`src/hw/rtl/pims_pkg.sv`:
```
// Package for the per-id message statistics block: widths, codes and the
// command record passed from the front end to the back end. No dependencies.
`timescale 1ns / 1ps
`default_nettype none
package pims_pkg;

  localparam int unsigned MaxIdsDefault = 64;
  localparam int unsigned FifoDepth     = 4;

  localparam int unsigned OpW      = 2;
  localparam int unsigned MsgIdW   = 16;
  localparam int unsigned SizeW    = 32;
  localparam int unsigned TimeW    = 32;
  localparam int unsigned AccW     = 33;
  localparam int unsigned LimW     = 7;
  localparam int unsigned IdW      = 6;
  localparam int unsigned CountW   = 32;
  localparam int unsigned BytesW   = 64;
  localparam int unsigned CfgIdxW  = 1;
  localparam int unsigned CfgDataW = 32;

  localparam logic [LimW-1:0] IdLimitReset = 7'd64;

  typedef enum logic [OpW-1:0] {
    OP_COUNT = 2'd0,
    OP_TICK  = 2'd1,
    OP_FLUSH = 2'd2
  } op_e;

  typedef enum logic [CfgIdxW-1:0] {
    CFG_ID_LIMIT      = 1'b0,
    CFG_DUMP_INTERVAL = 1'b1
  } cfg_idx_e;

  typedef enum logic {
    CMD_COUNT = 1'b0,
    CMD_DUMP  = 1'b1
  } cmd_kind_e;

  typedef struct packed {
    cmd_kind_e        kind;
    logic [IdW-1:0]   id;
    logic [SizeW-1:0] size;
  } cmd_t;

endpackage
`default_nettype wire

```
`src/hw/rtl/pims_cmd_fifo.sv`:
```
// Short command queue between the front end and the back end.
// Depends on pims_pkg for the command record.
`timescale 1ns / 1ps
`default_nettype none
module pims_cmd_fifo
  import pims_pkg::*;
#(
  parameter int unsigned DEPTH = FifoDepth
) (
  input  wire logic clk_i,
  input  wire logic rst_ni,
  input  wire logic push_i,
  input  wire cmd_t push_cmd_i,
  input  wire logic pop_i,
  output logic      valid_o,
  output cmd_t      head_o,
  output logic      full_o
);

  localparam int unsigned PtrW = (DEPTH > 1) ? $clog2(DEPTH) : 1;
  localparam int unsigned CntW = $clog2(DEPTH + 1);

  cmd_t            slot_q [DEPTH];
  logic [PtrW-1:0] wr_ptr_q, rd_ptr_q;
  logic [CntW-1:0] fill_q;
  logic            do_push, do_pop;

  assign valid_o = (fill_q != '0);
  assign full_o  = (fill_q == CntW'(DEPTH));
  assign head_o  = slot_q[rd_ptr_q];
  assign do_push = push_i && !full_o;
  assign do_pop  = pop_i && valid_o;

  always_ff @(posedge clk_i) begin
    if (do_push) begin
      slot_q[wr_ptr_q] <= push_cmd_i;
    end
  end

  always_ff @(posedge clk_i or negedge rst_ni) begin
    if (!rst_ni) begin
      wr_ptr_q <= '0;
      rd_ptr_q <= '0;
      fill_q   <= '0;
    end else begin
      if (do_push) begin
        wr_ptr_q <= (wr_ptr_q == PtrW'(DEPTH - 1)) ? '0 : wr_ptr_q + 1'b1;
      end
      if (do_pop) begin
        rd_ptr_q <= (rd_ptr_q == PtrW'(DEPTH - 1)) ? '0 : rd_ptr_q + 1'b1;
      end
      if (do_push && !do_pop) begin
        fill_q <= fill_q + 1'b1;
      end else if (do_pop && !do_push) begin
        fill_q <= fill_q - 1'b1;
      end
    end
  end

endmodule
`default_nettype wire

```
`config.mk`:
```
export PLATFORM = sky130hd
export DESIGN_NAME = pims_cmd_fifo
export DESIGN_NICKNAME = d
export VERILOG_FILES = /design/src/hw/rtl/pims_pkg.sv /design/src/hw/rtl/pims_cmd_fifo.sv
export SDC_FILE = /design/constraint.sdc
export NUM_CORES = 1
export LEC_CHECK = 0
export ABC_AREA = 0
export BUFFER_PORTS_ARGS = -buffer_cell sky130_fd_sc_hd__buf_2
export CORE_MARGIN = 4
export CORE_UTILIZATION = 55
export CTS_CLUSTER_SIZE = 30
export DETAILED_ROUTE_END_ITERATION = 7
export PLACE_DENSITY = 0.75
export SLEW_MARGIN = 30
export SYNTH_ARGS = -nofsm -noshare
export SYNTH_HDL_FRONTEND = slang
export SYNTH_SLANG_ARGS = --single-unit
```
`constraint.sdc`:
```
create_clock -name clk_i -period 3.8 [get_ports clk_i]
set_input_delay 0.76 -clock clk_i [delete_from_list [all_inputs] [get_ports clk_i]]
set_output_delay 0.76 -clock clk_i [all_outputs]
set_load 0.01 [all_outputs]
```
### Word-level counts from Yosys, hierarchy flattened

Memory sizes are Yosys's and may differ from the RTL's.
Index checks and enable logic that the tools add are counted.
Widths: inputs -> output; s select.

* $add $sub $neg: 4
* equality and inequality tests: 3
* multiplexer cells: 6
* reduce and logical (&&, ||, !) cells: 9

Operators with widths (count)
* $mux 3: 2
* $add 2x1->2 const B: 2
* $eq 2x2->1 const B: 2
* $logic_and 1x1->1: 4
* $mux 2: 2
* $add 3x1->3 const B: 1
* $eq 3x3->1 const B: 1
* $logic_not 1->1: 3
* $reduce_bool 3->1: 1
* $sub 3x1->3 const B: 1
* $mux 1: 2
* $reduce_bool 2->1: 1

* register bits: 7
* bits in writable memories: 156
* bits of input ports: 43
* output and inout port bits: 41
* logic and storage cells: 26
* memories kept: 1

Memories
* slot_q: depth 4, width 39, rd ports 1, clocked after memory_dff 0, write ports 1, RTL line pims_cmd_fifo.sv:23 `cmd_t slot_q [DEPTH];`

### Longest topological paths before layout

* depth in word-level cells: 7
* mapped depth: 8
* depth with buffers taken out: 8

### Worst setup path after synthesis

No wires, ideal clock.

* path type: input-to-reg
* start point: input push_i
* end point: memory slot_q[3][0] (netlist name) (enable)
* library setup time: 0.436 ns
* arrival time: 2.461 ns
* data required time: 3.364 ns
* setup slack: 0.903 ns
* stages: 2
* buffers on the path: 0
* path through: nand2_1 -> nor2_1

* longest elaborated chain between the ends: 3

Ends and longest elaborated chain
* start, declared: RTL line pims_cmd_fifo.sv:12 `input wire logic push_i,`
* $logic_and 1x1->1: RTL line pims_cmd_fifo.sv:31 `assign do_push = push_i && !full_o;`
* $mux 1: RTL line pims_cmd_fifo.sv:35 `if (do_push) begin`
* $mux 1 (not written as such): RTL line pims_cmd_fifo.sv:36 `slot_q[wr_ptr_q] <= push_cmd_i;`
* end, declared: RTL line pims_cmd_fifo.sv:23

No other way between the ends.

==> metrics <==
outcome finished clean; H-Tree Level Count 4; post-cts resize count 0; Inserted Diodes 0; worst setup slack for register-to-register paths 1.66 ns; nature of the critical path startpoint flop; final worst path period share 0.783; maximum clock frequency 336 MHz; number of global-route vias before repair 2920; fraction of met2 tracks used by global routing 0.277; drt pass-1 iters 4; GR Layer Usage met1 0.215; buffer depth of the longest clock path 2; Hold Vio Cnt, Final 0; Power Total 5.63 mW; wire length after detailed routing 10200 µm; part of the Yosys area used for sequential elements 0.792; Fin Clk Skew 0.00943 ns; count of vias placed by the detailed router 2730; Req. time, crit path 3.04 ns; arrival time worst endpoint 2.22 ns; CTS tree built; final net count 392; largest fanout on the critical path 29; Die Wd 114 µm; Slew headroom 0.453; reg-to-reg critical path endpoint slot_q[0][23]$_DFFE_PP_; standard-cell rows 38; most common cell after layout, fill and taps aside edfxtp_1; I/O pin count 84; Global Route met3 Usage 0.0594; overall die area 12900 µm²; Pwr Density 779 nW/µm²; total negative slack for setup checks 0 ns; post-layout minimum cycle time 2.98 ns; global-route total usage across every layer 0.169; Worst VDD drop 0.413 mV; main combinational cell family by area after synthesis multiplexers; total clock sinks 163; share of the core filled with cells in the final layout 0.664; basic-gate share of the synthesized area counting and, or, nand and nor cells 0.0143; mean area per synthesized cell 25.5 µm²; number of vias per cell after detailed routing 5.52; Hold/Removal Path Class input pin to async pin; worst-margin pin slew 0.821 ns; number of antenna violations at the first check in global routing 0; Post-Place Setup Slack 1.30 ns; buffers inserted by post-CTS timing repair 0; quantity of hold-fixing buffers added after cts 0; Initial DRC Count 141; synthesized instance count 241; final estimated routing congestion in global placement 0.695; final setup violating endpoints 0; # fillers 697; DRT antenna net count 0; fraction of final layout cells sized beyond drive strength 1 0.490; summed instance area of the synthesized netlist 6140 µm²; estimated wirelength of the detail-placed design 6420 µm; Area growth syn-to-layout 17.8%; Post-Syn Nets 291; Post-Synth Adder-Cell Area 0.0155; post-synthesis register bit count 163; number of port buffers 83; pin count of the biggest net entering global routing 42; commonest non-fill, non-tap cells in the layout 156 x edfxtp_1, 83 x buf_2, 38 x mux4_2; synthesis warning total 0; area of the core 10900 µm²; total congestion overflow 0; post-DR wirelength/cell 20.6 µm; initial core utilization 0.564; DIE HEIGHT 114 µm; leakage component of the power 2.52 nW; first-pass GRT wire length 15900 µm; Crit Path Class flop to output pin; share of cell area taken by muxes after synthesis 0.154; cell at the root of the clock tree clkbuf_8; Final Max Slew Viols 0; number of buffers created by CTS 17; Worst Reg-to-Reg Cells 4; xor-xnor portion of the synthesized cell area 0.00428; Clk pin slew, worst setup/hold paths 0.06 ns; launch point of the worst reg-to-reg path fill_q[2]$_DFFE_PN0P_; number of remaining DRC errors 0; Top Usage Layer GRT met2; Synth Area in Compound Gates 0; critical path capture point type output pin; final worst-path setup slack 0.825 ns; RSZ-0062 raised after global routing false; number of unique standard cell types used by synthesis 21; clock latency of the later-clocked register in the worst-skew pair 0.51 ns; # Max-Cap Violations 0
[registers in the layout (all words and copies together) (netlist names)]
name,cells
fill_q,3
rd_ptr_q,2
slot_q,156
wr_ptr_q,2
[report_power, final]
| group | switching, mW | internal, mW | total [mW] |
|---|---|---|---|
| logic | 0.744 | 0.790 | 1.53 |
| clock network | 0.678 | 0.806 | 1.48 |
| registers | 0.231 | 2.38 | 2.61 |
| total | 1.65 | 3.98 | 5.63 |
[cells by family (layout without fill, tap and decap cells)]
family,after synthesis,in the layout
buffers and inverters,12,126
DFF,163,163
adders and majority gates,7,7
muxes,44,44
and+or+nand+nor,12,12
xor gates and xnor gates,3,3
[final cells by class]
| cell class | instances | area [µm²] | share of cell area |
|---|---|---|---|
| Clock inverter | 15 | 110 | 0.0152 |
| Timing Repair Buffer | 91 | 488 | 0.0675 |
| Inverter | 3 | 11.3 | 0.00156 |
| Multi-Input combinational cell | 66 | 1170 | 0.161 |
| Tap cell | 140 | 175 | 0.0242 |
| Clock buffer | 17 | 414 | 0.0573 |
| Sequential cell | 163 | 4860 | 0.673 |
[how the worst max path moves through the flow]
stage,startpoint,endpoint,slack [ns]
after floorplan,push_i,slot_q[3][0]$_DFFE_PP_,0.90
after global placement,rd_ptr_q[0]$_DFFE_PN0P_,head_o[29],1.31
after detailed placement,rd_ptr_q[0]$_DFFE_PN0P_,head_o[29],1.30
after CTS,rd_ptr_q[0]$_DFFE_PN0P_,head_o[29],0.74
after global routing,rd_ptr_q[0]$_DFFE_PN0P_,head_o[29],0.65
final,rd_ptr_q[0]$_DFFE_PN0P_,head_o[29],0.82
[worst max-delay path, cell delays in order, from the launching register on]
cell	delay (ns)
dfrtp_2	0.65
buf_12	0.32
mux4_1	0.58
buf_2	0.15
[cells in the mapped netlist, drive strengths merged]
cell | n | area [µm²]
mux4 | 39 | 882
buf | 9 | 111
nor2 | 4 | 15.0
and2 | 3 | 18.8
inv | 3 | 11.3
nor2b | 1 | 8.76
xnor2 | 1 | 8.76
fa | 1 | 20.0
mux2 | 5 | 63.8
ha | 6 | 75.1
edfxtp | 156 | 4680
or3 | 1 | 11.3
nand2 | 2 | 15.0
xor2 | 2 | 17.5
nor3b | 1 | 18.8
dfrtp | 7 | 175
[metal layers]
layer | up-vias | part of all wire | wire, µm
met1 | 1421 | 0.40 | 4120
met5 | - | 0 | 0
met4 | 0 | 0.0059 | 60
met3 | 6 | 0.064 | 653
li1 | 1221 | - | -
met2 | 82 | 0.53 | 5360
[stage by stage]
| step | std cells | hold WS [ns] | instance area (µm²) |
|---|---|---|---|
| detailed placement | 463 | 0.489 | 6700 |
| finish | 495 | 0.0737 | 7230 |
| global placement | 463 | 0.487 | 6700 |
| global route | 495 | 0.0564 | 7230 |
| CTS | 495 | 0.0506 | 7230 |
| floorplan | 241 | 0.464 | 6140 |
(Power assumes the default switching activity.)
