**config.mk**
```make
export PLATFORM = sky130hd
export DESIGN_NAME = pims_front
export DESIGN_NICKNAME = d
export VERILOG_FILES = /design/src/hw/rtl/pims_pkg.sv /design/src/hw/rtl/pims_front.sv
export SDC_FILE = /design/constraint.sdc
export NUM_CORES = 1
export LEC_CHECK = 0
export BUFFER_PORTS_ARGS = -buffer_cell sky130_fd_sc_hd__buf_2
export CORE_ASPECT_RATIO = 1.75
export CORE_UTILIZATION = 40
export DETAILED_ROUTE_END_ITERATION = 8
export PLACE_DENSITY = 0.66
export SYNTH_ARGS = -nofsm -noshare
export SYNTH_HDL_FRONTEND = slang
export SYNTH_SLANG_ARGS = --single-unit
```
**constraint.sdc**
```tcl
create_clock -name clk_i -period 6.5 [get_ports clk_i]
set_input_delay 0.65 -clock clk_i [delete_from_list [all_inputs] [get_ports clk_i]]
set_output_delay 0.65 -clock clk_i [all_outputs]
set_load 0.01 [all_outputs]
```
**src/hw/rtl/pims_pkg.sv**
```systemverilog
// Package for the per-id message statistics block: widths, codes and the
// command record passed from the front end to the back end. No dependencies.
`timescale 1ns / 1ps
`default_nettype none
package pims_pkg;

  localparam int unsigned MaxIdsDefault = 64;
  localparam int unsigned FifoDepth     = 4;

  localparam int unsigned OpW      = 2;
  localparam int unsigned MsgIdW   = 16;
  localparam int unsigned SizeW    = 32;
  localparam int unsigned TimeW    = 32;
  localparam int unsigned AccW     = 33;
  localparam int unsigned LimW     = 7;
  localparam int unsigned IdW      = 6;
  localparam int unsigned CountW   = 32;
  localparam int unsigned BytesW   = 64;
  localparam int unsigned CfgIdxW  = 1;
  localparam int unsigned CfgDataW = 32;

  localparam logic [LimW-1:0] IdLimitReset = 7'd64;

  typedef enum logic [OpW-1:0] {
    OP_COUNT = 2'd0,
    OP_TICK  = 2'd1,
    OP_FLUSH = 2'd2
  } op_e;

  typedef enum logic [CfgIdxW-1:0] {
    CFG_ID_LIMIT      = 1'b0,
    CFG_DUMP_INTERVAL = 1'b1
  } cfg_idx_e;

  typedef enum logic {
    CMD_COUNT = 1'b0,
    CMD_DUMP  = 1'b1
  } cmd_kind_e;

  typedef struct packed {
    cmd_kind_e        kind;
    logic [IdW-1:0]   id;
    logic [SizeW-1:0] size;
  } cmd_t;

endpackage
`default_nettype wire

```
**src/hw/rtl/pims_front.sv**
```systemverilog
// Front end: holds the configuration registers and the time accumulator,
// classifies each accepted item and queues commands. Depends on pims_pkg.
`timescale 1ns / 1ps
`default_nettype none
module pims_front
  import pims_pkg::*;
#(
  parameter int unsigned MAX_IDS = MaxIdsDefault
) (
  input  wire logic                clk_i,
  input  wire logic                rst_ni,
  input  wire logic                cfg_we_i,
  input  wire logic [CfgIdxW-1:0]  cfg_idx_i,
  input  wire logic [CfgDataW-1:0] cfg_wdata_i,
  input  wire logic                in_valid_i,
  input  wire logic [OpW-1:0]      opcode_i,
  input  wire logic [MsgIdW-1:0]   msg_id_i,
  input  wire logic [SizeW-1:0]    msg_bytes_i,
  input  wire logic [TimeW-1:0]    elapsed_i,
  output logic                     push_o,
  output cmd_t                     push_cmd_o,
  output logic [LimW-1:0]          lim_o
);

  logic [LimW-1:0]  id_limit_q;
  logic [TimeW-1:0] dump_interval_q;
  logic [AccW-1:0]  acc_q, acc_d;
  logic [AccW-1:0]  acc_sum;
  logic [AccW:0]    acc_diff;

  assign lim_o = (id_limit_q < LimW'(MAX_IDS)) ? id_limit_q : LimW'(MAX_IDS);

  always_comb begin
    acc_sum    = acc_q + {1'b0, elapsed_i};
    acc_diff   = {1'b0, acc_sum} - {2'b00, dump_interval_q};
    acc_d      = acc_q;
    push_o     = 1'b0;
    push_cmd_o = '{kind: CMD_COUNT, id: msg_id_i[IdW-1:0], size: msg_bytes_i};
    if (in_valid_i) begin
      case (op_e'(opcode_i))
        OP_COUNT: begin
          if (msg_id_i < {{(MsgIdW-LimW){1'b0}}, lim_o}) begin
            push_o = 1'b1;
          end
        end
        OP_TICK: begin
          if (dump_interval_q != '0) begin
            if (!acc_diff[AccW]) begin
              acc_d           = acc_diff[AccW-1:0];
              push_o          = 1'b1;
              push_cmd_o.kind = CMD_DUMP;
            end else begin
              acc_d = acc_sum;
            end
          end
        end
        OP_FLUSH: begin
          push_o          = 1'b1;
          push_cmd_o.kind = CMD_DUMP;
        end
        default: ;
      endcase
    end
  end

  always_ff @(posedge clk_i or negedge rst_ni) begin
    if (!rst_ni) begin
      id_limit_q      <= IdLimitReset;
      dump_interval_q <= '0;
      acc_q           <= '0;
    end else begin
      acc_q <= acc_d;
      if (cfg_we_i) begin
        case (cfg_idx_e'(cfg_idx_i))
          CFG_ID_LIMIT:      id_limit_q      <= cfg_wdata_i[LimW-1:0];
          CFG_DUMP_INTERVAL: dump_interval_q <= cfg_wdata_i[TimeW-1:0];
          default: ;
        endcase
      end
    end
  end

endmodule
`default_nettype wire

```
# Word-level counts from Yosys, hierarchy flattened
# Cells that the tools add are included.
[totals] register_bits=72 input_bits=119 out_inout_bits=47 wordCells=24
[op_classes] add_sub_neg=2 order_cmp=2 eq_ne=2 n_mux=9 n_bitwise=1 n_reduce_logical=5
[ops] op="33-bit by 32-bit subtractor with 34-bit output" n=1
[ops] op="33-bit by 32-bit adder with 33-bit output" n=1
[ops] op="33-bit 2-to-1 mux" n=1
[ops] op="32-bit nonzero test" n=1
[ops] op="16-bit by 7-bit < comparator with 1-bit output" n=1
[ops] op="7-bit < comparator (second input constant)" n=1
[ops] op="7-bit 2-to-1 mux" n=1
[ops] op="1-bit 2-to-1 mux" n=5
[ops] op="2-bit AND reduction" n=2
[ops] op="1-bit case mux with 3 select lines" n=1
[ops] op="3-bit AND reduction" n=1
[ops] op="2-bit by 1-bit equality test with 1-bit output (second input constant)" n=1
[ops] op="2-bit equality test (second input constant)" n=1
[ops] op="2-bit logical NOT" n=1
[ops] op="1-bit case mux with 2 select lines" n=1
[ops] op="1-bit inverter" n=1

# Depth between registers and ports, before layout
# Gate-level depths: netlist of the first run.
[logic_depth] word_depth=6 depth_mapped=24 ltp_nobuf=22

# Worst setup path before layout of the first run
# OpenSTA, ideal clock, no wires.
[synth_timing] kind="input to output" from="input port elapsed_i[0]" to="output port push_o" t_arrival_ns=4.823 t_required_ns=5.850 path_slack_ns=1.027 path_stages=22 n_path_buf=1 path_cell_list="ha_1 inv_1 fa_1 nand2b_1 a21oi_1 o211ai_1 a21boi_0 o21ai_0 a21boi_1 nor4_1 a311o_1 ha_1 and2b_2 a31oi_1 a21oi_1 nor4b_2 o31ai_2 a21oi_4 nand2_4 buf_6 a21oi_2 a21oi_1"
[synth_between] elab_chain_len=6
[synth_lines] element="from (decl)" line="pims_front.sv:19" source="input wire logic [TimeW-1:0] elapsed_i,"
[synth_lines] element="33-bit by 32-bit adder with 33-bit output" line="pims_front.sv:34" source="acc_sum = acc_q + {1'b0, elapsed_i};"
[synth_lines] element="33-bit by 32-bit subtractor with 34-bit output" line="pims_front.sv:35" source="acc_diff = {1'b0, acc_sum} - {2'b00, dump_interval_q};"
[synth_lines] element="1-bit 2-to-1 mux" line="pims_front.sv:48" source="if (!acc_diff[AccW]) begin"
[synth_lines] element="1-bit 2-to-1 mux" line="pims_front.sv:47" source="if (dump_interval_q != '0) begin"
[synth_lines] element="1-bit case mux with 3 select lines" line="pims_front.sv:40" source="case (op_e'(opcode_i))"
[synth_lines] element="1-bit 2-to-1 mux" line="pims_front.sv:39" source="if (in_valid_i) begin"
[synth_lines] element="to (decl)" line="pims_front.sv:20" source="output logic push_o,"
# Every way passes these cells.

# Final worst setup path of the first run
[layout_timing] from="input port elapsed_i[2]" to="output port push_o"
# Same word-level chain as after synthesis.

==> impl_results.rst, run 1 <==
.. list-table::
   :header-rows: 1

   * - Metric
     - Value
   * - IO Pins
     - 166
   * - TritonCTS clock tree
     - yes
   * - Bufs on Longest Clock Path
     - 2
   * - Leakage dissipation
     - 3.90 nW
   * - Run status
     - complete, no violations
   * - Layout Area Growth over Synthesis
     - 9.41%
   * - Total half-perimeter wirelength after legalization and detailed placement
     - 14.9 mm
   * - Minimum clock period after layout
     - 6020 ps
   * - P_int
     - 0.00258 W
   * - Number of nets in the layout
     - 1087
   * - Global route total overflow
     - 0
   * - DRT Pass-1 Iters
     - 4
   * - Post-route design area
     - 7920 um^2
   * - Clk slew on worst S/H paths
     - 60 ps
   * - Critical path class
     - in2out
   * - Global-route wire length before repair
     - 30.9 mm
   * - Final-report max-slew violation count
     - 0
   * - Data arrival time of the worst path
     - 5370 ps
   * - Power after layout
     - 0.00519 W
   * - Via count of the first global-routing pass
     - 6348
   * - Standard cell area after detailed placement
     - 7600 um^2
   * - Placer Congestion
     - 0.965
   * - Yosys warns
     - 0
   * - Global routing usage summed across all routing layers
     - 20.6%
   * - Switching power as a share of total power
     - 50.2%
   * - Area enclosed by the die boundary
     - 18700 um^2
   * - Portion of synthesized cell area occupied by the leading cell type
     - 24.6%
   * - Unrepaired setup endpoints after global routing
     - false
   * - Final worst slack
     - 478 ps
   * - Sum of routed wire length over all layers
     - 18.6 mm
   * - Critical path data required time
     - 5850 ps
   * - Top cells by area, synth
     - sky130_fd_sc_hd__dfrtp_1 25%, sky130_fd_sc_hd__ha_1 13%, sky130_fd_sc_hd__mux2_2 6.2%
   * - Clock buffers created by TritonCTS
     - 9
   * - Proportion of register bits with asynchronous set or reset after synthesis
     - 100%
   * - Worst Setup Slack post-DPL
     - 392 ps
   * - Area of the core region
     - 17600 um^2
   * - Cell type with the highest aggregate area in the netlist
     - sky130_fd_sc_hd__dfrtp_1
   * - Worst-path fanout max
     - 7
   * - Seq/Total Area, Yosys
     - 24.9%
   * - Post-Route Setup TNS
     - 0 ps
   * - Clock root buffer
     - sky130_fd_sc_hd__clkbuf_16
   * - Peak Freq
     - 0.166 GHz
   * - Relative contribution of combinational cells to total power
     - 77.0%
   * - Largest net degree at the start of global routing
     - 73
   * - Slew Limit Headroom
     - 37.3%
   * - Max-cap violations
     - 0
   * - Synthesized area
     - 7240 um^2
   * - Number of H-tree levels
     - 3
   * - Worst hold margin
     - 446 ps
   * - EDFF count, synth
     - 0
   * - Clock sink total
     - 72
   * - Clock network fraction of total power
     - 10.0%
   * - Tcrit/Tclk final
     - 92.6%
   * - Worst setup EP type
     - output pin
   * - Post-Syn Instances
     - 841
   * - Transition time at the pin with the least slew margin
     - 941 ps
   * - Number of storage elements in the synthesis netlist
     - 72
   * - Detailed router's first-iteration violation count
     - 243
   * - Ant diodes
     - 0
   * - Antenna-violating nets left
     - 0
   * - Peak supply drop
     - 0.260 mV
   * - Power dissipated by switching net loads
     - 0.00261 W
   * - Initial antenna violation count
     - 0
   * - Final Hold Fails
     - 0
   * - Die height
     - 180 um
   * - Post-synthesis average cell area
     - 8.60 um^2
   * - Number of I/O port buffers
     - 101
   * - Distinct cell type count of the synthesized netlist
     - 79
   * - Routed len/inst
     - 16.5 um
   * - Worst min-delay path class
     - in2async
   * - Synth Flop Type
     - sky130_fd_sc_hd__dfrtp_1
   * - Syn nets
     - 1036
   * - Layout Skew
     - 5.57 ps
   * - DRC errors left
     - 0
   * - Fraction of layout cells with a size suffix above 1
     - 21.4%
   * - Die Width
     - 104 um
   * - Standard-cell row count
     - 64
   * - Later-pin clock latency in the skew report
     - 340 ps
   * - Starting Density
     - 41.1%
   * - Final setup fails
     - 0
   * - PwrDens
     - 656 nW/um^2
   * - Routed vias/inst
     - 5.45
   * - Sequential fraction of design power
     - 13.0%
   * - Detailed-route via count
     - 6153
   * - Count of filler cells inserted in the layout
     - 1790
   * - Kind of launch point of the worst setup path
     - input pin
[power groups by stage]
stage,Combinational [W],Clock (W),Sequential (W)
after floorplan,0.00323,0,0.000648
after global placement,0.00395,0,0.000681
after detailed placement,0.00396,0,0.000685
after CTS,0.00399,0.000531,0.000678
after global routing,0.00443,0.000551,0.000693
final,0.00400,0.000520,0.000675
[cell type report]
type / count / area [um^2] / area share [%]
clock buffers: 12 / 256 / 3.24
clock inverters: 4 / 52.6 / 0.664
inverters: 62 / 233 / 2.94
multi-input cells: 643 / 4750 / 60.0
flip-flops and latches: 72 / 1800 / 22.8
well taps: 231 / 289 / 3.65
repair buffers: 104 / 531 / 6.70
[flip-flops by register name, indices dropped and copies added (netlist names)]
register	cells
dump_interval_q	32
acc_q	33
id_limit_q	7
[routing by layer]
metal / vias up / GRT usage [%] / share of wire, %
met5: - / 0 / 0
met4: 0 / 11.8 / 4.5
met3: 60 / 1.81 / 2.7
met2: 117 / 39.5 / 55
met1: 2910 / 21.7 / 38
li1: 3066 / - / -
[placed cells by master (no fill, tap or decap), types with 6 or more instances in the layout]
| cell type | count |
|---|---|
| sky130_fd_sc_hd__xnor2_1 | 35 |
| sky130_fd_sc_hd__nor3_1 | 8 |
| sky130_fd_sc_hd__o21a_1 | 10 |
| sky130_fd_sc_hd__o211ai_1 | 9 |
| sky130_fd_sc_hd__o21ai_1 | 22 |
| sky130_fd_sc_hd__mux2i_1 | 26 |
| sky130_fd_sc_hd__dfrtp_1 | 71 |
| sky130_fd_sc_hd__clkbuf_16 | 9 |
| sky130_fd_sc_hd__and3_1 | 7 |
| sky130_fd_sc_hd__nor4_1 | 12 |
| sky130_fd_sc_hd__inv_1 | 62 |
| sky130_fd_sc_hd__xor2_1 | 18 |
| sky130_fd_sc_hd__nor2_1 | 40 |
| sky130_fd_sc_hd__nor2b_1 | 11 |
| sky130_fd_sc_hd__nand3_1 | 21 |
| sky130_fd_sc_hd__mux2_2 | 40 |
| sky130_fd_sc_hd__a21oi_1 | 65 |
| sky130_fd_sc_hd__o21bai_1 | 9 |
| sky130_fd_sc_hd__ha_1 | 74 |
| sky130_fd_sc_hd__o21ai_0 | 35 |
| sky130_fd_sc_hd__a31oi_1 | 11 |
| sky130_fd_sc_hd__a211oi_1 | 6 |
| sky130_fd_sc_hd__nand2b_1 | 8 |
| sky130_fd_sc_hd__nand2_1 | 76 |
| sky130_fd_sc_hd__a21o_1 | 26 |
| sky130_fd_sc_hd__buf_2 | 100 |
[cell families (layout without fill, tap and decap cells)]
family                   count (synthesis)  in the layout  share of synthesized area (%)
adder cells (fa/ha/maj)                 76             76                           13.3
AO/OA/AOI/OAI                          235            235                           21.3
flip-flops                              72             72                           24.9
multiplexers                            66             66                           9.82
AND/OR/NAND/NOR                        212            212                           14.5
XOR/XNOR                                54             54                           6.64
buffers and inverters                  126            182                           9.49
[synth_stat cells, drive strengths merged (4+ instances only)]
library cell  instances
nand2b                8
nor2b                11
xnor2                36
dfrtp                71
nand4                 5
clkbuf               11
a21oi                71
and3                  9
a31oi                11
o31ai                 6
nor3                  8
buf                  52
xor2                 18
ha                   74
nand3                21
a31o                  4
and2                  4
o21a                 10
o21bai                9
o21ai                60
inv                  62
mux2i                26
nand2                79
nor4                 13
nor2                 40
mux2                 40
a21boi                4
a211oi                8
a21o                 28
o211ai                9
[path summary, 6_finish.rpt]
check | startpoint | endpoint | slack [ps] | depth (start not counted)
max in group asynchronous | rst_ni | acc_q[28] | 5440 | 1
worst min-delay path | rst_ni | dump_interval_q[18] | 450 | 1
worst max register to register | acc_q[2] | acc_q[31] | 1010 | 21
worst max-delay path | elapsed_i[2] | push_o | 480 | 22
worst min register to register | acc_q[7] | acc_q[7] | 490 | 2
min in group clk_i | acc_q[7] | acc_q[7] | 490 | 2
[worst max-delay path, stage by stage]
cell and delay, ps:
sky130_fd_sc_hd__buf_2 110, sky130_fd_sc_hd__ha_1 350, sky130_fd_sc_hd__o211ai_1 110, sky130_fd_sc_hd__o21ai_1 300, sky130_fd_sc_hd__a211oi_2 100, sky130_fd_sc_hd__o221ai_1 400
sky130_fd_sc_hd__a21oi_1 220, sky130_fd_sc_hd__o31ai_1 430, sky130_fd_sc_hd__a31oi_1 160, sky130_fd_sc_hd__xnor2_1 210, sky130_fd_sc_hd__ha_1 350, sky130_fd_sc_hd__nor2_1 160
sky130_fd_sc_hd__and2b_2 250, sky130_fd_sc_hd__a31oi_1 170, sky130_fd_sc_hd__a21oi_1 110, sky130_fd_sc_hd__nor4b_2 420, sky130_fd_sc_hd__o31ai_2 140, sky130_fd_sc_hd__a21oi_4 260
sky130_fd_sc_hd__nand2_4 80, sky130_fd_sc_hd__a21oi_2 170, sky130_fd_sc_hd__a21oi_1 80, sky130_fd_sc_hd__buf_2 140
[per-stage QoR]
step	cells	utilization, %
after floorplan	841	-
after global placement	1112	43.2
after detailed placement	1112	43.2
after CTS	1128	44.9
after global routing	1128	44.9
final	1128	44.9
[timing repair]
action,in CTS,in global routing
setup endpoints to repair,0,2
buffers inserted,0,0
gates resized for setup,0,1
hold buffers,0,0
No activity file was read; power rests on OpenSTA's default activity.
==> run 2, diff against run 1 <==
- CORE_MARGIN: not set -> 5
- CORE_UTILIZATION: 40 -> 56
- PLACE_DENSITY: 0.66 -> 0.86
- clock period: 6.5 -> 6.6 ns (I/O delays scaled with it)
==> impl_results.rst, run 2 (synthesis results as in run 1) <==
.. list-table::
   :header-rows: 1

   * - Metric
     - Value
   * - Worst path buffer plus inverter count
     - 2 (unchanged)
   * - Clk slew on worst S/H paths
     - 70 ps (about the same)
   * - Global route total overflow
     - 0 (unchanged)
   * - Standard-cell row count
     - 55 (-14%)
   * - Storage element area
     - 1800 um^2 (unchanged)
   * - Die height
     - 160 um (-11%)
   * - Final setup fails
     - 0 (unchanged)
   * - Area enclosed by the die boundary
     - 15400 um^2 (-18%)
   * - Fraction of layout cells with a size suffix above 1
     - 21.4% (unchanged)
   * - Final-report max-slew violation count
     - 0 (unchanged)
   * - TritonCTS clock tree
     - yes
   * - Most common library cell in the layout ignoring fill and taps
     - sky130_fd_sc_hd__buf_2
   * - Worst setup EP type
     - output pin
   * - Layout Skew
     - 8.97 ps (+3.41 ps)
   * - # hold bufs at CTS
     - 0 (unchanged)
   * - Number of H-tree levels
     - 3 (unchanged)
   * - Bufs on Longest Clock Path
     - 2 (unchanged)
   * - Antenna-violating nets left
     - 0 (unchanged)
   * - Critical path data required time
     - 5940 ps (+90 ps)
   * - Count of filler cells inserted in the layout
     - 1103 (-38%)
   * - Max FFs per register
     - 33 (unchanged)
   * - Leakage dissipation
     - 3.89 nW (-0.16%)
   * - Max-cap violations
     - 0 (unchanged)
   * - Slew Limit Headroom
     - 28.4% (-8.9 points)
   * - Later-pin clock latency in the skew report
     - 350 ps (about the same)
   * - Tcrit/Tclk final
     - 92.9%
   * - Leading cell types in the layout, fill and taps excluded
     - 101 x sky130_fd_sc_hd__buf_2, 76 x sky130_fd_sc_hd__nand2_1, 74 x sky130_fd_sc_hd__ha_1
   * - Run status
     - complete, no violations
   * - Minimum clock period after layout
     - 6130 ps
   * - Number of I/O port buffers
     - 101 (unchanged)
   * - Ant diodes
     - 0 (unchanged)
   * - Worst hold margin
     - 488 ps (+41.9 ps)
   * - Clock sink total
     - 72 (unchanged)
   * - Global routing usage summed across all routing layers
     - 24.5% (+3.9 points)
   * - Data arrival time of the worst path
     - 5470 ps (+100 ps)
   * - Worst path most repeated cell
     - sky130_fd_sc_hd__a21oi_1
   * - Clock buffers created by TritonCTS
     - 9 (unchanged)
   * - Worst R2R Start
     - acc_q[0]
   * - Final core utilization
     - 61.0% (+16 points)
   * - IO Pins
     - 166 (unchanged)
   * - Placer Congestion
     - 0.981 (+1.7%)
   * - Flop2flop setup slack
     - 950 ps (-60 ps)
   * - Peak supply drop
     - 0.309 mV (+19%)
   * - Routed vias/inst
     - 5.94 (+9.0%)
   * - Most flop-heavy register
     - acc_q
   * - Detailed router's first-iteration violation count
     - 272 (+12%)
   * - Area of the core region
     - 12800 um^2 (-27%)
   * - Starting Density
     - 56.5% (+15 points)
   * - Via count of the first global-routing pass
     - 6513 (+2.6%)
   * - Final Hold Fails
     - 0 (unchanged)
   * - Post-CTS setup buffer count
     - 0 (unchanged)
   * - Critical path depth in cells
     - 22 (unchanged)
   * - Detailed-route via count
     - 6349 (+3.2%)
   * - Routed len/inst
     - 17.2 um (+4.3%)
   * - Post-Route Setup TNS
     - 0 ps (unchanged)
   * - PwrDens
     - 654 nW/um^2 (-0.25%)
   * - Final worst slack
     - 471 ps (-7.57 ps)
   * - Worst Setup Slack post-DPL
     - 565 ps (+173 ps)
   * - Footprint of the multi-input gates
     - 4750 um^2 (about the same)
   * - Largest delay share family, worst path
     - compound AO/OA/AOI/OAI gates
   * - Worst min-delay path class
     - reg2reg
   * - Quantity of gates resized following cts
     - 0 (unchanged)
   * - DRT Pass-1 Iters
     - 5 (+1)
   * - DRC errors left
     - 0 (unchanged)
   * - Layout Area Growth over Synthesis
     - 7.97%
   * - Worst setup path startpoint
     - acc_q[0]
   * - Initial antenna violation count
     - 0 (unchanged)
   * - Kind of launch point of the worst setup path
     - flop
   * - FF-to-FF End
     - acc_q[21]
   * - Unrepaired setup endpoints after global routing
     - false
   * - Die Width
     - 95.9 um (-7.5%)
   * - Standard cell with the maximum stage delay on the critical path
     - sky130_fd_sc_hd__nor4b_2
   * - Sum of routed wire length over all layers
     - 18.3 mm (-1.3%)
   * - Destination of the critical timing path
     - push_o
   * - Transition time at the pin with the least slew margin
     - 1070 ps (+130 ps)
   * - Critical path class
     - reg2out
   * - Slowest Stage Delay on Critical Path
     - 460 ps (+30 ps)
   * - Clock root buffer
     - sky130_fd_sc_hd__clkbuf_16
   * - Critical-path cell list
     - ha_1, inv_1, fa_1, nand2b_1, a21oi_1, o211ai_1, a21boi_0, o21ai_0, a21boi_1, nor4_1, a311o_1, ha_1, and2b_2, a31oi_1, a21oi_1, nor4b_2, o31ai_2, a21oi_4, nand2_4, a21oi_2, a21oi_1, buf_2
   * - Peak Freq
     - 0.163 GHz
   * - Number of nets in the layout
     - 1087 (unchanged)
   * - Depth of the worst register-to-register path
     - 21 (unchanged)
   * - Worst-path fanout max
     - 7 (unchanged)
   * - Global-route wire length before repair
     - 29.8 mm (-3.6%)
   * - Total half-perimeter wirelength after legalization and detailed placement
     - 14.5 mm (-2.5%)
   * - Largest net degree at the start of global routing
     - 73 (unchanged)
   * - Top Registers
     - acc_q x33, dump_interval_q x32, id_limit_q x7
==> run 2: cell types whose count changed in the layout (fill, tap and decap cells not counted), sizes merged <==
cell | previous run | this run
clkinvlp | 3 | 2
bufinv | 1 | 0
inv | 62 | 66
clkinv | 0 | 1
clkbuf | 12 | 9
==> run 2: through the flow <==
stage | cell area (um^2) | cells | total power [W]
after global routing | 7810 | 1068 | 0.00552
after global placement | 7530 | 1052 | 0.00447
after floorplan | 7240 | 841 | 0.00382
after CTS | 7810 | 1068 | 0.00507
final | 7810 | 1068 | 0.00511
after detailed placement | 7530 | 1052 | 0.00454
==> run 2: area by class of cell <==
class | instances | area share, %
Clock buffer | 9 | 2.88
Sequential cell | 72 | 23.1
Multi-Input combinational cell | 643 | 60.8
Clock inverter | 7 | 0.785
Inverter | 62 | 2.98
Tap cell | 171 | 2.74
Timing Repair Buffer | 104 | 6.76
==> run 2: worst min-delay path by stage <==
stage	startpoint	to	slack (ps)	cells past startpoint
2_1_floorplan	rst_ni	acc_q[0]	360	0
3_3_place_gp	acc_q[9]	acc_q[9]	470	2
3_5_place_dp	acc_q[14]	acc_q[14]	480	2
4_1_cts	acc_q[10]	acc_q[10]	500	2
5_1_grt	id_limit_q[1]	id_limit_q[1]	520	1
6_report	acc_q[2]	acc_q[2]	490	2
==> run 2: routing by layer <==
layer	wire length (um)	vias up	GRT usage [%]
li1	-	3077	-
met1	6390	2954	24.3
met2	9700	222	43.7
met3	838	96	3.84
met4	1410	0	18.7
met5	0	-	0
==> run 2: worst min-delay path, cell delays in order (launching register included) <==
cell	delay [ps]
sky130_fd_sc_hd__dfrtp_1	350
sky130_fd_sc_hd__nand2_1	40
sky130_fd_sc_hd__o21ai_0	60
==> run 2: power by group <==
group | internal, W | total, W | switching [W]
logic | 0.00166 | 0.00396 | 0.00231
registers | 0.000574 | 0.000665 | 0.0000915
clock network | 0.000262 | 0.000483 | 0.000221
total | 0.00249 | 0.00511 | 0.00262
==> run 3, diff against run 2 <==
- CORE_UTILIZATION: 56 -> 57
- CTS_BUF_LIST: not set -> sky130_fd_sc_hd__clkbuf_4
- PLACE_DENSITY: 0.86 -> 0.88
==> impl_results.rst, run 3 (synthesis results as in run 1) <==
.. list-table::
   :header-rows: 1

   * - Metric
     - Value
   * - Run status
     - complete, no violations
   * - Power dissipated by switching net loads
     - 0.00258 W (-1.4%)
   * - Total instance count after detailed placement
     - 1049 (-0.29%)
   * - Relative contribution of combinational cells to total power
     - 79.7% (+2.2 points)
   * - Storage element area
     - 1800 um^2 (unchanged)
   * - Global routing usage summed across all routing layers
     - 24.3% (-0.22 points)
   * - Number of nets in the layout
     - 1087 (unchanged)
   * - Most common library cell in the layout ignoring fill and taps
     - sky130_fd_sc_hd__buf_2
   * - Unrepaired setup endpoints after global routing
     - false
   * - Transition time at the pin with the least slew margin
     - 1080 ps (+13.5 ps)
   * - Most flop-heavy register
     - acc_q
   * - Clock sink total
     - 72 (unchanged)
   * - Final Hold Fails
     - 0 (unchanged)
   * - Max-cap violations
     - 0 (unchanged)
   * - Detailed-route via count
     - 6348 (-0.016%)
   * - Via count of the first global-routing pass
     - 6540 (+0.41%)
   * - Minimum clock period after layout
     - 6180 ps (+55.1 ps)
   * - Worst min-delay path class
     - in2async
   * - Worst R2R Start
     - acc_q[2]
   * - Slew Limit Headroom
     - 27.5% (-0.90 points)
   * - Bufs on Longest Clock Path
     - 2 (unchanged)
   * - Final-report max-slew violation count
     - 0 (unchanged)
   * - Sequential fraction of design power
     - 13.3% (+0.3 points)
   * - Worst path most repeated cell
     - sky130_fd_sc_hd__a21oi_1
   * - Post-Route Setup TNS
     - 0 ps (unchanged)
   * - Quantity of gates resized following cts
     - 0 (unchanged)
   * - Peak Freq
     - 0.162 GHz (-0.89%)
   * - Die height
     - 159 um (-0.83%)
   * - Global-route wire length before repair
     - 29.2 mm (-1.9%)
   * - DRC errors left
     - 0 (unchanged)
   * - Worst setup path startpoint
     - acc_q[2]
   * - Top Registers
     - acc_q x33, dump_interval_q x32, id_limit_q x7
   * - Later-pin clock latency in the skew report
     - 480 ps (+130 ps)
   * - Worst hold margin
     - 395 ps (-93.3 ps)
   * - Standard cell with the maximum stage delay on the critical path
     - sky130_fd_sc_hd__o31ai_1
   * - Leakage dissipation
     - 3.85 nW (-1.1%)
   * - Area enclosed by the die boundary
     - 15100 um^2 (-1.6%)
   * - Clk slew on worst S/H paths
     - 150 ps (+80 ps)
   * - Area of the core region
     - 12500 um^2 (-2.3%)
   * - Worst path buffer plus inverter count
     - 1 (-1)
   * - Largest net degree at the start of global routing
     - 73 (unchanged)
   * - P_int
     - 0.00239 W (-4.1%)
   * - Detailed router's first-iteration violation count
     - 244 (-10%)
   * - Data arrival time of the worst path
     - 5520 ps (+50 ps)
   * - Layout Skew
     - 30.9 ps (+21.9 ps)
   * - Worst setup EP type
     - output pin
   * - Final std cells w/o fill
     - 1066 (-0.19%)
   * - Routed len/inst
     - 17.1 um (-0.14%)
   * - Antenna-violating nets left
     - 0 (unchanged)
   * - Clock root buffer
     - sky130_fd_sc_hd__clkbuf_4
   * - TritonCTS clock tree
     - yes
   * - Clock network fraction of total power
     - 7.0% (-2.4 points)
   * - Worst-path fanout max
     - 7 (unchanged)
   * - Max FFs per register
     - 33 (unchanged)
   * - Slowest Stage Delay on Critical Path
     - 430 ps (-30 ps)
   * - Standard-cell row count
     - 54 (-1.8%)
   * - Number of I/O port buffers
     - 101 (unchanged)
   * - IO Pins
     - 166 (unchanged)
   * - Global route total overflow
     - 0 (unchanged)
   * - Final setup fails
     - 0 (unchanged)
   * - Total half-perimeter wirelength after legalization and detailed placement
     - 14.8 mm (+2.0%)
   * - Leading cell types in the layout, fill and taps excluded
     - 101 x sky130_fd_sc_hd__buf_2, 76 x sky130_fd_sc_hd__nand2_1, 74 x sky130_fd_sc_hd__ha_1
   * - Critical-path cell list
     - ha_1, o211ai_1, o21ai_1, a211oi_2, o221ai_1, a21oi_1, o31ai_1, a31oi_1, xnor2_1, ha_1, nor2_1, and2b_2, a31oi_1, a21oi_1, nor4b_2, o31ai_2, a21oi_4, nand2_4, a21oi_2, a21oi_1, buf_2
   * - Critical path class
     - reg2out
   * - DRT Pass-1 Iters
     - 6 (+1)
   * - Largest delay share family, worst path
     - compound AO/OA/AOI/OAI gates
   * - Layout Area Growth over Synthesis
     - 6.33%
   * - Footprint of the multi-input gates
     - 4750 um^2 (unchanged)
   * - Critical path data required time
     - 5940 ps (about the same)
   * - Switching power as a share of total power
     - 52.0% (+0.72 points)
   * - Count of filler cells inserted in the layout
     - 1090 (-1.2%)
   * - Tcrit/Tclk final
     - 93.7% (+0.83 points)
   * - Fraction of layout cells with a size suffix above 1
     - 21.3% (-0.11 points)
   * - Die Width
     - 95.2 um (-0.79%)
   * - Starting Density
     - 57.9% (+1.4 points)
   * - Kind of launch point of the worst setup path
     - flop
   * - Post-CTS setup buffer count
     - 0 (unchanged)
   * - Routed vias/inst
     - 5.95 (+0.17%)
   * - PwrDens
     - 646 nW/um^2 (-1.2%)
   * - Initial antenna violation count
     - 1 (+1)
   * - Peak supply drop
     - 0.285 mV (-7.7%)
   * - Number of H-tree levels
     - 3 (unchanged)
   * - Sum of routed wire length over all layers
     - 18.3 mm (-0.33%)
   * - Clock buffers created by TritonCTS
     - 9 (unchanged)
   * - Placer Congestion
     - 0.941 (-4.1%)
   * - # hold bufs at CTS
     - 0 (unchanged)
run 3: cell types whose count changed in the layout (fill, tap and decap cells not counted):
cell	previous run	this run
sky130_fd_sc_hd__diode_2	0	1
sky130_fd_sc_hd__clkinvlp_4	2	0
sky130_fd_sc_hd__clkinv_1	0	1
sky130_fd_sc_hd__bufinv_16	0	2
sky130_fd_sc_hd__clkinv_4	1	0
sky130_fd_sc_hd__clkbuf_16	9	0
sky130_fd_sc_hd__clkbuf_4	0	9
run 3: layer usage:
layer | routed length [um] | GRT usage [%] | vias up
met1 | 6380 | 23.2 | 2977
li1 | - | - | 3074
met5 | 0 | 0 | -
met4 | 1190 | 17.0 | 0
met2 | 10000 | 45.4 | 203
met3 | 666 | 3.36 | 94
run 3: worst register-to-register path, stage by stage, from the launching register on:
cell and delay, ps:
sky130_fd_sc_hd__dfrtp_1 420, sky130_fd_sc_hd__ha_1 350, sky130_fd_sc_hd__o211ai_1 110, sky130_fd_sc_hd__o21ai_1 290, sky130_fd_sc_hd__a211oi_2 90, sky130_fd_sc_hd__o221ai_1 390, sky130_fd_sc_hd__a21oi_1 230, sky130_fd_sc_hd__o31ai_1 430
sky130_fd_sc_hd__a31oi_1 170, sky130_fd_sc_hd__xnor2_1 220, sky130_fd_sc_hd__ha_1 340, sky130_fd_sc_hd__nor2_1 160, sky130_fd_sc_hd__and2b_2 250, sky130_fd_sc_hd__a31oi_1 180, sky130_fd_sc_hd__a21oi_1 120, sky130_fd_sc_hd__nor4b_2 420
sky130_fd_sc_hd__o31ai_2 140, sky130_fd_sc_hd__a21oi_4 290, sky130_fd_sc_hd__and2_1 500, sky130_fd_sc_hd__o31a_1 270, sky130_fd_sc_hd__o21ai_1 70
run 3: area by class of cell:
cell class / count / area share (%)
clock buffer: 9 / 0.878
inverter: 62 / 3.02
multi-input combinational: 643 / 61.7
clock inverter: 7 / 1.32
tap: 168 / 2.73
sequential: 72 / 23.4
timing repair buffer: 104 / 6.86
antenna: 1 / 0.0325
run 3: worst paths after layout:
check | end | slack [ps] | cells past startpoint
max in group asynchronous | acc_q[24] | 5570 | 2
hold / removal | dump_interval_q[18] | 390 | 2
min in group clk_i | dump_interval_q[7] | 400 | 2
setup / recovery | push_o | 420 | 21
setup reg to reg | acc_q[21] | 1010 | 20
hold reg to reg | acc_q[27] | 500 | 2
run 3: power groups by stage:
stage / Combinational, W / Sequential [W] / Clock, W
2_1_floorplan: 0.00318 / 0.000639 / 0
3_3_place_gp: 0.00382 / 0.000665 / 0
3_5_place_dp: 0.00389 / 0.000671 / 0
4_1_cts: 0.00391 / 0.000661 / 0.000354
5_1_grt: 0.00431 / 0.000677 / 0.000368
6_report: 0.00396 / 0.000661 / 0.000348
run 3: stage by stage:
step,total power (W),setup WS (ps),instance area [um^2],util [%]
after floorplan,0.00382,1110,7240,-
after global placement,0.00448,788,7520,60.2
after detailed placement,0.00457,616,7520,60.2
after CTS,0.00493,465,7690,61.5
after global routing,0.00535,170,7690,61.6
final,0.00497,415,7690,61.6
